===== src/design/apra_pkg.sv =====
// Shared types, codes and defaults for the aligned page run allocator.
`timescale 1ns / 1ps

package apra_pkg;

    localparam int DEF_NUM_ENTRIES = 512;
    localparam int DEF_PAGE_SHIFT  = 21;

    localparam int ADDR_W   = 48;
    localparam int BUS_W    = 32;
    localparam int FIRST_W  = 9;
    localparam int COUNT_W  = 10;
    localparam int STATUS_W = 3;

    localparam logic [ADDR_W-1:0] WINDOW_BASE_RST = 48'h0001_0000_0000;

    localparam logic OP_MAP   = 1'b0;
    localparam logic OP_UNMAP = 1'b1;

    typedef enum logic [STATUS_W-1:0] {
        ST_OK         = 3'd0,
        ST_ZERO_LEN   = 3'd1,
        ST_TOO_LARGE  = 3'd2,
        ST_NO_SPACE   = 3'd3,
        ST_NOT_MAPPED = 3'd4
    } status_t;

    typedef struct packed {
        logic [COUNT_W-1:0] entry_count;
        logic [FIRST_W-1:0] first_entry;
        logic [ADDR_W-1:0]  mapped_addr;
        status_t            status;
    } res_t;

endpackage


===== src/design/apra_seq.sv =====
// Sequencer that sizes, searches, fills and clears page runs one entry at a time.
`timescale 1ns / 1ps

module apra_seq #(
    parameter int NUM_ENTRIES = 512,
    parameter int PAGE_SHIFT  = 21,
    parameter int IDX_W       = $clog2(NUM_ENTRIES),
    parameter int ENT_W       = 2 + 32 - PAGE_SHIFT
) (
    input  logic                      clk,
    input  logic                      rst_n,
    input  logic                      in_valid,
    output logic                      in_ready,
    input  logic                      in_op,
    input  logic [31:0]               in_region_addr,
    input  logic [31:0]               in_length,
    input  logic [47:0]               in_unmap_addr,
    input  logic [47:0]               window_base,
    output logic [IDX_W-1:0]          tbl_raddr,
    input  logic [ENT_W-1:0]          tbl_rdata,
    output logic                      tbl_we,
    output logic [IDX_W-1:0]          tbl_waddr,
    output logic [ENT_W-1:0]          tbl_wdata,
    output logic                      res_valid,
    input  logic                      res_take,
    output apra_pkg::res_t            res
);

    import apra_pkg::*;

    localparam int CNT_W = $clog2(NUM_ENTRIES + 1);
    localparam int XW    = CNT_W + 2;
    localparam int PPN_W = BUS_W - PAGE_SHIFT;
    localparam logic [33:0] PG_M1 = 34'((1 << PAGE_SHIFT) - 1);

    typedef enum logic [3:0] {
        S_CLEAR, S_IDLE, S_PREP, S_STRIDE, S_WIN, S_SCAN_RD, S_SCAN_CHK,
        S_FILL, S_UN_RD, S_UN_CHK, S_DONE
    } state_t;

    state_t                state_reg;
    logic                  op_reg;
    logic [31:0]           bus_reg;
    logic [31:0]           len_reg;
    logic [47:0]           uaddr_reg;
    logic [IDX_W-1:0]      pos_reg;
    logic [XW-1:0]         first_reg;
    logic [XW-1:0]         end_reg;
    logic [XW-1:0]         stride_reg;
    logic [CNT_W-1:0]      count_reg;
    logic [PAGE_SHIFT-1:0] offset_reg;
    logic [PPN_W-1:0]      ppn_reg;
    res_t                  res_reg;

    logic [33:0]           size_sum;
    logic [33:0]           count_raw;
    logic [47:0]           diff;
    logic [47:0]           idx_raw;
    logic                  ent_present;
    logic                  ent_last;
    logic                  at_run_end;
    logic                  at_table_end;

    assign size_sum  = {2'b00, bus_reg & PG_M1[31:0]} + {2'b00, len_reg} + PG_M1;
    assign count_raw = size_sum >> PAGE_SHIFT;
    assign diff      = uaddr_reg - window_base;
    assign idx_raw   = diff >> PAGE_SHIFT;

    assign ent_present  = tbl_rdata[ENT_W-1];
    assign ent_last     = tbl_rdata[ENT_W-2];
    assign at_run_end   = ((XW'(pos_reg) + XW'(1)) == end_reg);
    assign at_table_end = (pos_reg == IDX_W'(NUM_ENTRIES - 1));

    // The table is addressed by the position register in every state.
    always_comb
    begin
        tbl_raddr = pos_reg;
        tbl_waddr = pos_reg;
        tbl_we    = (state_reg == S_CLEAR) || (state_reg == S_FILL) ||
                    ((state_reg == S_UN_CHK) && ent_present);
        tbl_wdata = '0;
        if (state_reg == S_FILL)
        begin
            tbl_wdata = {1'b1, at_run_end, ppn_reg};
        end
    end

    assign in_ready  = (state_reg == S_IDLE);
    assign res_valid = (state_reg == S_DONE);
    assign res       = res_reg;

    always_ff @(posedge clk or negedge rst_n)
    begin
        if (!rst_n)
        begin
            state_reg <= S_CLEAR;
            pos_reg   <= '0;
        end
        else
        begin
            case (state_reg)
                S_CLEAR:
                begin
                    pos_reg <= pos_reg + IDX_W'(1);
                    if (at_table_end)
                    begin
                        state_reg <= S_IDLE;
                    end
                end
                S_IDLE:
                begin
                    if (in_valid)
                    begin
                        op_reg    <= in_op;
                        bus_reg   <= in_region_addr;
                        len_reg   <= in_length;
                        uaddr_reg <= in_unmap_addr;
                        state_reg <= S_PREP;
                    end
                end
                S_PREP:
                begin
                    res_reg <= '{entry_count: '0, first_entry: '0,
                                 mapped_addr: '0, status: ST_OK};
                    if (op_reg == OP_MAP)
                    begin
                        offset_reg <= bus_reg[PAGE_SHIFT-1:0];
                        ppn_reg    <= PPN_W'(bus_reg >> PAGE_SHIFT);
                        stride_reg <= XW'(1);
                        count_reg  <= CNT_W'(count_raw);
                        if (len_reg == 32'd0)
                        begin
                            res_reg.status <= ST_ZERO_LEN;
                            state_reg      <= S_DONE;
                        end
                        else if (count_raw >= 34'(NUM_ENTRIES))
                        begin
                            res_reg.status <= ST_TOO_LARGE;
                            state_reg      <= S_DONE;
                        end
                        else
                        begin
                            state_reg <= S_STRIDE;
                        end
                    end
                    else
                    begin
                        first_reg <= XW'(idx_raw);
                        pos_reg   <= IDX_W'(idx_raw);
                        count_reg <= '0;
                        if (idx_raw >= 48'(NUM_ENTRIES))
                        begin
                            res_reg.status <= ST_NOT_MAPPED;
                            state_reg      <= S_DONE;
                        end
                        else
                        begin
                            state_reg <= S_UN_RD;
                        end
                    end
                end
                S_STRIDE:
                begin
                    // Shift the stride up until it covers the page count.
                    if (stride_reg < XW'(count_reg))
                    begin
                        stride_reg <= stride_reg << 1;
                    end
                    else
                    begin
                        first_reg <= '0;
                        state_reg <= S_WIN;
                    end
                end
                S_WIN:
                begin
                    end_reg <= first_reg + XW'(count_reg);
                    pos_reg <= IDX_W'(first_reg);
                    if ((first_reg + XW'(count_reg)) > XW'(NUM_ENTRIES))
                    begin
                        res_reg.status <= ST_NO_SPACE;
                        state_reg      <= S_DONE;
                    end
                    else
                    begin
                        state_reg <= S_SCAN_RD;
                    end
                end
                S_SCAN_RD:
                begin
                    state_reg <= S_SCAN_CHK;
                end
                S_SCAN_CHK:
                begin
                    if (ent_present)
                    begin
                        first_reg <= first_reg + stride_reg;
                        state_reg <= S_WIN;
                    end
                    else if (at_run_end)
                    begin
                        pos_reg   <= IDX_W'(first_reg);
                        state_reg <= S_FILL;
                    end
                    else
                    begin
                        pos_reg   <= pos_reg + IDX_W'(1);
                        state_reg <= S_SCAN_RD;
                    end
                end
                S_FILL:
                begin
                    ppn_reg <= ppn_reg + PPN_W'(1);
                    pos_reg <= pos_reg + IDX_W'(1);
                    if (at_run_end)
                    begin
                        res_reg.mapped_addr <= window_base +
                            ((48'(first_reg) << PAGE_SHIFT) | 48'(offset_reg));
                        res_reg.first_entry <= FIRST_W'(first_reg);
                        res_reg.entry_count <= COUNT_W'(count_reg);
                        state_reg           <= S_DONE;
                    end
                end
                S_UN_RD:
                begin
                    state_reg <= S_UN_CHK;
                end
                S_UN_CHK:
                begin
                    if (!ent_present)
                    begin
                        // A missing first entry means the address was never mapped.
                        if (count_reg == '0)
                        begin
                            res_reg.status <= ST_NOT_MAPPED;
                        end
                        else
                        begin
                            res_reg.first_entry <= FIRST_W'(first_reg);
                            res_reg.entry_count <= COUNT_W'(count_reg);
                        end
                        state_reg <= S_DONE;
                    end
                    else if (ent_last || at_table_end)
                    begin
                        res_reg.first_entry <= FIRST_W'(first_reg);
                        res_reg.entry_count <= COUNT_W'(count_reg) + COUNT_W'(1);
                        state_reg           <= S_DONE;
                    end
                    else
                    begin
                        count_reg <= count_reg + CNT_W'(1);
                        pos_reg   <= pos_reg + IDX_W'(1);
                        state_reg <= S_UN_RD;
                    end
                end
                S_DONE:
                begin
                    if (res_take)
                    begin
                        state_reg <= S_IDLE;
                    end
                end
                default:
                begin
                    state_reg <= S_IDLE;
                end
            endcase
        end
    end

endmodule


===== config.mk =====
export PLATFORM = sky130hd
export DESIGN_NAME = apra_seq
export DESIGN_NICKNAME = d
export VERILOG_FILES = /design/src/design/apra_pkg.sv /design/src/design/apra_seq.sv
export SDC_FILE = /design/constraint.sdc
export NUM_CORES = 1
export LEC_CHECK = 0
export ABC_AREA = 1
export BUFFER_PORTS_ARGS = -buffer_cell sky130_fd_sc_hd__buf_2
export CAP_MARGIN = 0
export CORE_MARGIN = 3
export CORE_UTILIZATION = 43
export DETAILED_ROUTE_END_ITERATION = 8
export PLACE_DENSITY = 0.74
export SYNTH_ARGS = -nofsm -noshare
export SYNTH_HDL_FRONTEND = slang
export SYNTH_SLANG_ARGS = --single-unit

===== constraint.sdc =====
create_clock -name clk -period 12.6 [get_ports clk]
set_input_delay 1.89 -clock clk [delete_from_list [all_inputs] [get_ports clk]]
set_output_delay 1.89 -clock clk [all_outputs]
set_load 0.005 [all_outputs]

==> results of run 1 <==
-- power breakdown --
| part | internal (µW) | switching, µW | total (µW) | leakage, µW |
|---|---|---|---|---|
| Clock | 561 | 409 | 969 | 0.000530 |
| Combinational | 480 | 934 | 1410 | 0.00773 |
| Sequential | 1190 | 131 | 1320 | 0.00256 |
-- cell families (layout without fill, tap and decap cells) --
kind of cell / count (synthesis) / after routing / share of synthesized area [%]
AOI/OAI and AO/OA: 415 / 415 / 12.24
xor gates and xnor gates: 38 / 38 / 1.753
adders and majority gates: 157 / 157 / 10.23
buffers and inverters: 520 / 828 / 10.30
DFF: 274 / 274 / 42.04
other: 0 / 5 / 0
and+or+nand+nor: 1080 / 1080 / 23.44
-- layout make-up --
| cell class | instances | area (µm²) |
|---|---|---|
| fill | 4265 | 21890 |
| multi-input combinational | 1690 | 9276 |
| sequential | 274 | 8163 |
| inverter | 491 | 1843 |
| timing repair buffer | 277 | 1404 |
| clock buffer | 48 | 923.4 |
| tap | 592 | 740.7 |
| clock inverter | 12 | 157.7 |
| antenna | 5 | 12.51 |
-- path summary, 6_finish.rpt --
kind                                       endpoint  slack (ns)
min reg2reg                 offset_reg[0]$_DFFE_PP_        0.46
max in group asynchronous  tbl_raddr[6]$_DFFE_PN0P_       10.99
min in group asynchronous  state_reg[1]$_DFFE_PN0P_        1.28
min                         offset_reg[0]$_DFFE_PP_        0.46
max                                   tbl_wdata[11]        6.88
max reg2reg                   res[48]$_SDFFCE_PN0P_        8.23
-- critical path, stage by stage (launching register included) --
cell     delay, ns
dfrtp_1       0.64
ha_1          0.27
nand2_2       0.09
nor2_1        0.15
nand3_1       0.11
nor2_1        0.11
ha_1          0.27
xnor2_1       0.21
nand2_1       0.08
nor4_1        0.40
nand2_1       0.09
nor4_1        0.18
nand2_1       0.07
nor3_1        0.39
buf_2         0.20
-- routing by layer --
layer / GRT usage (%) / wire length, µm / share of wire [%]
met5: 0 / 0 / 0
met4: 9.741 / 2518 / 4.0
met3: 4.213 / 4095 / 6.5
met2: 41.46 / 28330 / 45
met1: 35.11 / 27640 / 44
-- through the flow --
step	hold WS, ns	area, µm²
after floorplan	0.4264	19420
after global placement	0.4445	21430
after detailed placement	0.4579	21430
after CTS	0.4663	22510
after global routing	0.4811	22520
final	0.4592	22520
-- cells in the final DEF (no fill, tap or decap), types with 7 or more instances in the layout --
master / n
xor2_1: 26
buf_2: 270
o22ai_1: 17
nand2_2: 7
nand3b_1: 8
nand3_1: 89
inv_1: 479
nand2_1: 599
a21oi_1: 180
clkbuf_16: 34
nor2_1: 242
buf_4: 7
ha_1: 154
o21a_1: 18
o211ai_1: 8
clkbuf_1: 12
edfxtp_1: 261
o21ai_0: 96
nor4_1: 20
xnor2_1: 11
nand4_1: 38
o21ai_1: 22
a31oi_1: 8
o21bai_1: 18
inv_2: 10
dfrtp_1: 13
nor3_1: 42
a21o_1: 8
==> metrics.txt, run 1 <==
Rel. slew slack between 10 and 15%; # Post-CTS Setup Buffers 0; Mapped Nets between 2000 and 3000; crit path capture type output port; worst slew pin tran between 1 and 1.5 ns; global route overflow 0; Yosys reg bits between 200 and 300; number of buffers created by CTS 34; hold_sp bus_reg[0]$_DFFE_PP_; hold buffers post-CTS 0; fmax 174.9 MHz; drt wl/cell 18.47 µm; max-slew violation count 0; Initial Utilization 43.72%; number of global-route vias before repair 16880; clk root buf clkbuf_16; max reg flops 70; die area 47740 µm²; dpl ws 7.429 ns; drt first pass iters 6; Ports roughly 280; Worst R2R Path Depth 16; Post-synth EDFFs 261; Leak 0.01082 µW; via count 17920; Clock transition at path regs approximately 0.060 ns; RSZ-0062 raised after global routing no; VDD IR max about 0.12 mV; CTS Sinks 274; post-synthesis sequential area ratio 42.04%; power density over cell area 164.4 nW/µm²; ys flop type edfxtp_1; leading area contributor after synthesis edfxtp_1; Post-layout nets 3103; DRC 0; fraction of registers with async set/reset 4.745%; Mean Syn Cell Area 7.816 µm²; Die Wd 218.5 µm; worst clock skew 0.01879 ns; WS Path Type reg2out; Post-DP HPWL 50.36 mm; Resized cells post-CTS 0; post-synthesis cell type count 61; clk_lat worst skew 0.57 ns; Placed Cells incl. Taps 3324; DRT Wirelength between 60 and 70 mm; utilization after layout 50.71%; CP Launch Type flip-flop; synthesis-to-layout area growth 15.99%; Yosys top cell area share 40.37%; Hold Vio Cnt, Final 0; Critical Path Start tbl_raddr[0]$_DFFE_PN0P_; total power 3703 µW; post-synthesis cell count 2484; Yosys warning count 0; largest net degree at the start of global routing 64; PortBufs 270; Setup TNS Final 0 ns; first-pass GRT wire length 94.94 mm; ANT nets after route 0; setup slack after layout 6.884 ns; Final period util 45.37%; core area ~44000 µm²; number of max-cap violations 0; CP arrival 3.83 ns; CP max FO 11; gpl congestion just under 1; Post-Synthesis Cell Area 19420 µm²; top-count cell post-synth nand2_1; num rows 77; clock tree buffer depth 3; layout cells sized above 1 13.43%; Tmin final 5.716 ns; ranking of synthesized cells by area edfxtp_1 (40%), nand2_1 (12%), ha_1 (9.9%); DRT iter0 DRCs 1335; Total GRT Usage roughly a quarter; HP Class reg2reg; r2r startpoint tbl_raddr[0]$_DFFE_PN0P_; worst hold path cell count 0; DR vias/cell between 5 and 6; Chip Height about 220 µm; Setup-failing EPs final 0; Synth top cells by count nand2_1 (599), inv_1 (479), edfxtp_1 (261), nor2_1 (245), a21oi_1 (180); fin cells around 3400; TritonCTS clock tree yes; Crit path required time 10.71 ns; H-tree depth 2; initial antenna violation count 4; status complete, no violations
No activity file was read; power rests on OpenSTA's default activity.
==> run 2: changes to the inputs <==
--- a/config.mk
+++ b/config.mk
@@ -11,7 +11,7 @@
 export CORE_MARGIN = 3
 export CORE_UTILIZATION = 43
 export DETAILED_ROUTE_END_ITERATION = 8
-export PLACE_DENSITY = 0.74
+export PLACE_DENSITY = 0.76
 export SYNTH_ARGS = -nofsm -noshare
 export SYNTH_HDL_FRONTEND = slang
 export SYNTH_SLANG_ARGS = --single-unit
==> constraint.sdc (replaced) <==
create_clock -name clk -period 4.9 [get_ports clk]
set_input_delay 0.735 -clock clk [delete_from_list [all_inputs] [get_ports clk]]
set_output_delay 0.735 -clock clk [all_outputs]
set_load 0.005 [all_outputs]
==> run 2 against run 1 <==
  * First-iteration DRC count rose by 7.0%
  * Non-clock buffer count rose by 1
  * Total power rose to 2.5 times the previous value
  * Largest power group unchanged
  * Sequential share of layout area barely moved
  * Register-to-register slack got worse by 7.5 ns
  * Combinational power rose to 2.6 times the previous value
  * Utilization fell by 0.059 points
  * Routed wire length fell by 5.4%
  * Hold slack got worse by 0.33 ns
  * Die area did not move
  * Clock-buffer cell count fell by 5
==> metrics.txt, run 2 (same netlist as run 1, synthesis figures left out) <==
first-pass GRT wire length 90.10 mm (-5.1%); power density over cell area 415.1 nW/µm² (+150%); DR vias/cell 5.175 (-2.1%); drt first pass iters 5 (-1); initial antenna violation count 18 (+14); CP max stage delay 0.59 ns (-0.05 ns); Ports 282 (unchanged); r2r startpoint tbl_raddr[0]$_DFFE_PN0P_; filler instances 4329 (+1.5%); CTS Sinks 274 (unchanged); CP max FO 11 (unchanged); layout cells sized above 1 13.26% (-0.17 points); DRC 0 (unchanged); drt wl/cell 17.43 µm (-5.6%); PortBufs 270 (unchanged); GR Util met2 39.65% (-1.8 points); die area 47740 µm² (unchanged); met1 usage 32.14% (-3.0 points); # Post-CTS Setup Buffers 0 (unchanged); synthesis-to-layout area growth 15.85%; status complete, no violations; Rel. slew slack 25.90% (+11 points); Post-DP HPWL 47.82 mm (-5.0%); worst clock skew 0.01714 ns (-0.001648 ns); multi-input logic area 9271 µm² (about the same); WS Path Type reg2out; ANT nets after route 0 (unchanged); crit path capture type output port; fin cells 3396 (+0.21%); RSZ-0062 raised after global routing no; num rows 77 (unchanged); CP arrival 3.64 ns (-0.19 ns); cell breakdown of the critical path ha_1 > nand2_2 > nor2_1 > nand3_1 > nor2_1 > ha_1 > xnor2_1 > nand2_1 > nor4_1 > nand2_1 > nor4_1 > nand2_1 > nor3_1 > buf_2; clock tree buffer depth 3 (unchanged); VDD IR max 0.2829 mV (+130%); max-slew violation count 0 (unchanged); Placed Cells incl. Taps 3325 (+0.030%); Final period util 89.30%; Critical Path Start tbl_raddr[0]$_DFFE_PN0P_; largest net degree at the start of global routing 114 (+78%); global route overflow 0 (unchanged); Total GRT Usage 24.54% (-1.3 points); HP Class in2async; Setup TNS Final 0 ns (unchanged); Setup-failing EPs final 0 (unchanged); clk root buf clkbuf_16; Clock transition at path regs 0.06 ns (about the same); max reg flops 70 (unchanged); met3 usage 3.643% (-0.57 points); most common cell after layout, fill and taps aside nand2_1; hold buffers post-CTS 0 (unchanged); number of global-route vias before repair 16530 (-2.1%); DRT iter0 DRCs 1428 (+7.0%); Hold Vio Cnt, Final 0 (unchanged); Register Area 8163 µm² (unchanged); Post-layout nets 3104 (+0.032%); number of buffers created by CTS 34 (unchanged); worst slew pin tran 1.112 ns (-0.1656 ns); fmax roughly 230 MHz; TritonCTS clock tree yes; Most Crowded Layer GR met2; clk_lat worst skew 0.56 ns (about the same); Resized cells post-CTS 0 (unchanged); Die Wd 218.5 µm (unchanged); CP Launch Type flip-flop; most frequent cells in the layout nand2_1 (599), inv_1 (479), buf_2 (270), edfxtp_1 (261), nor2_1 (242); core area 44410 µm² (unchanged); H-tree depth 2 (unchanged); Leak 0.01078 µW (-0.33%); Crit path required time 4.16 ns (-6.55 ns); Chip Height 218.5 µm (unchanged); gpl congestion 0.9817 (+1.5%); slowest CP cell dfrtp_1; number of max-cap violations 0 (unchanged); via count 17580 (-1.9%); DRT Wirelength 59.20 mm (-5.4%); Tmin final 4.376 ns; Initial Utilization 43.72% (unchanged); most used cell, CP nand2_1
==> run 2: cell types whose count changed in the layout (fill, tap and decap cells not counted), moves of 2 or more <==
cell	delta
diode_2	+8
clkinv_1	+6
clkinv_2	-5
clkbuf_1	-3
clkbuf_8	-2
clkinvlp_4	+2
==> run 2: cell type report <==
cell class / instances / area share, %
Antenna cell: 13 / 0.1446
Clock buffer: 43 / 3.933
Clock inverter: 15 / 0.6007
Inverter: 491 / 8.193
Multi-Input combinational cell: 1690 / 41.22
Sequential cell: 274 / 36.29
Tap cell: 592 / 3.293
Timing Repair Buffer: 278 / 6.330
==> run 2: routing by layer <==
| layer | up-vias | part of all wire [%] |
|---|---|---|
| li1 | 8793 | - |
| met1 | 8017 | 43 |
| met2 | 619 | 46 |
| met3 | 138 | 6.8 |
| met4 | 8 | 4.9 |
| met5 | - | 0.073 |
==> run 2: critical path, delay by kind of cell, from the launching register on <==
kind / cells / cell delay [ns]
XOR/XNOR: 1 / 0.22
flip-flops: 1 / 0.59
buffers and inverters: 1 / 0.20
AND/OR/NAND/NOR: 10 / 1.57
adder cells (fa/ha/maj): 2 / 0.53
==> run 2: through the flow <==
stage | setup WS, ns | hold WS [ns] | utilization, % | power [µW] | area (µm²)
floorplan | 0.01166 | 0.4264 | - | 5833 | 19420
global placement | 0.7863 | 0.4410 | 48.28 | 6920 | 21440
detailed placement | 0.7121 | 0.4424 | 48.28 | 6967 | 21440
CTS | 0.4495 | 0.1197 | 50.57 | 9357 | 22460
global route | 0.1363 | 0.1483 | 50.64 | 9996 | 22490
finish | 0.5243 | 0.1304 | 50.65 | 9336 | 22490
==> run 2: power by group <==
part           internal (µW)  total [µW]  leakage (µW)  switching [µW]
combinational           1240        3600       0.00774            2360
clock                   1340        2360      0.000487            1010
sequential              3060        3380       0.00256             329
==> run 2: final timing paths <==
path                                            end  slack [ns]  depth (start not counted)
min                        state_reg[3]$_DFFE_PN0P_        0.13                          1
max                                   tbl_wdata[11]        0.52                         14
max in group asynchronous  tbl_raddr[1]$_DFFE_PN0P_        4.45                          1
max reg2reg                   res[42]$_SDFFCE_PN0P_        0.74                         16
min reg2reg                 offset_reg[4]$_DFFE_PP_        0.46                          0
min in group clk              len_reg[24]$_DFFE_PP_        0.35                          1
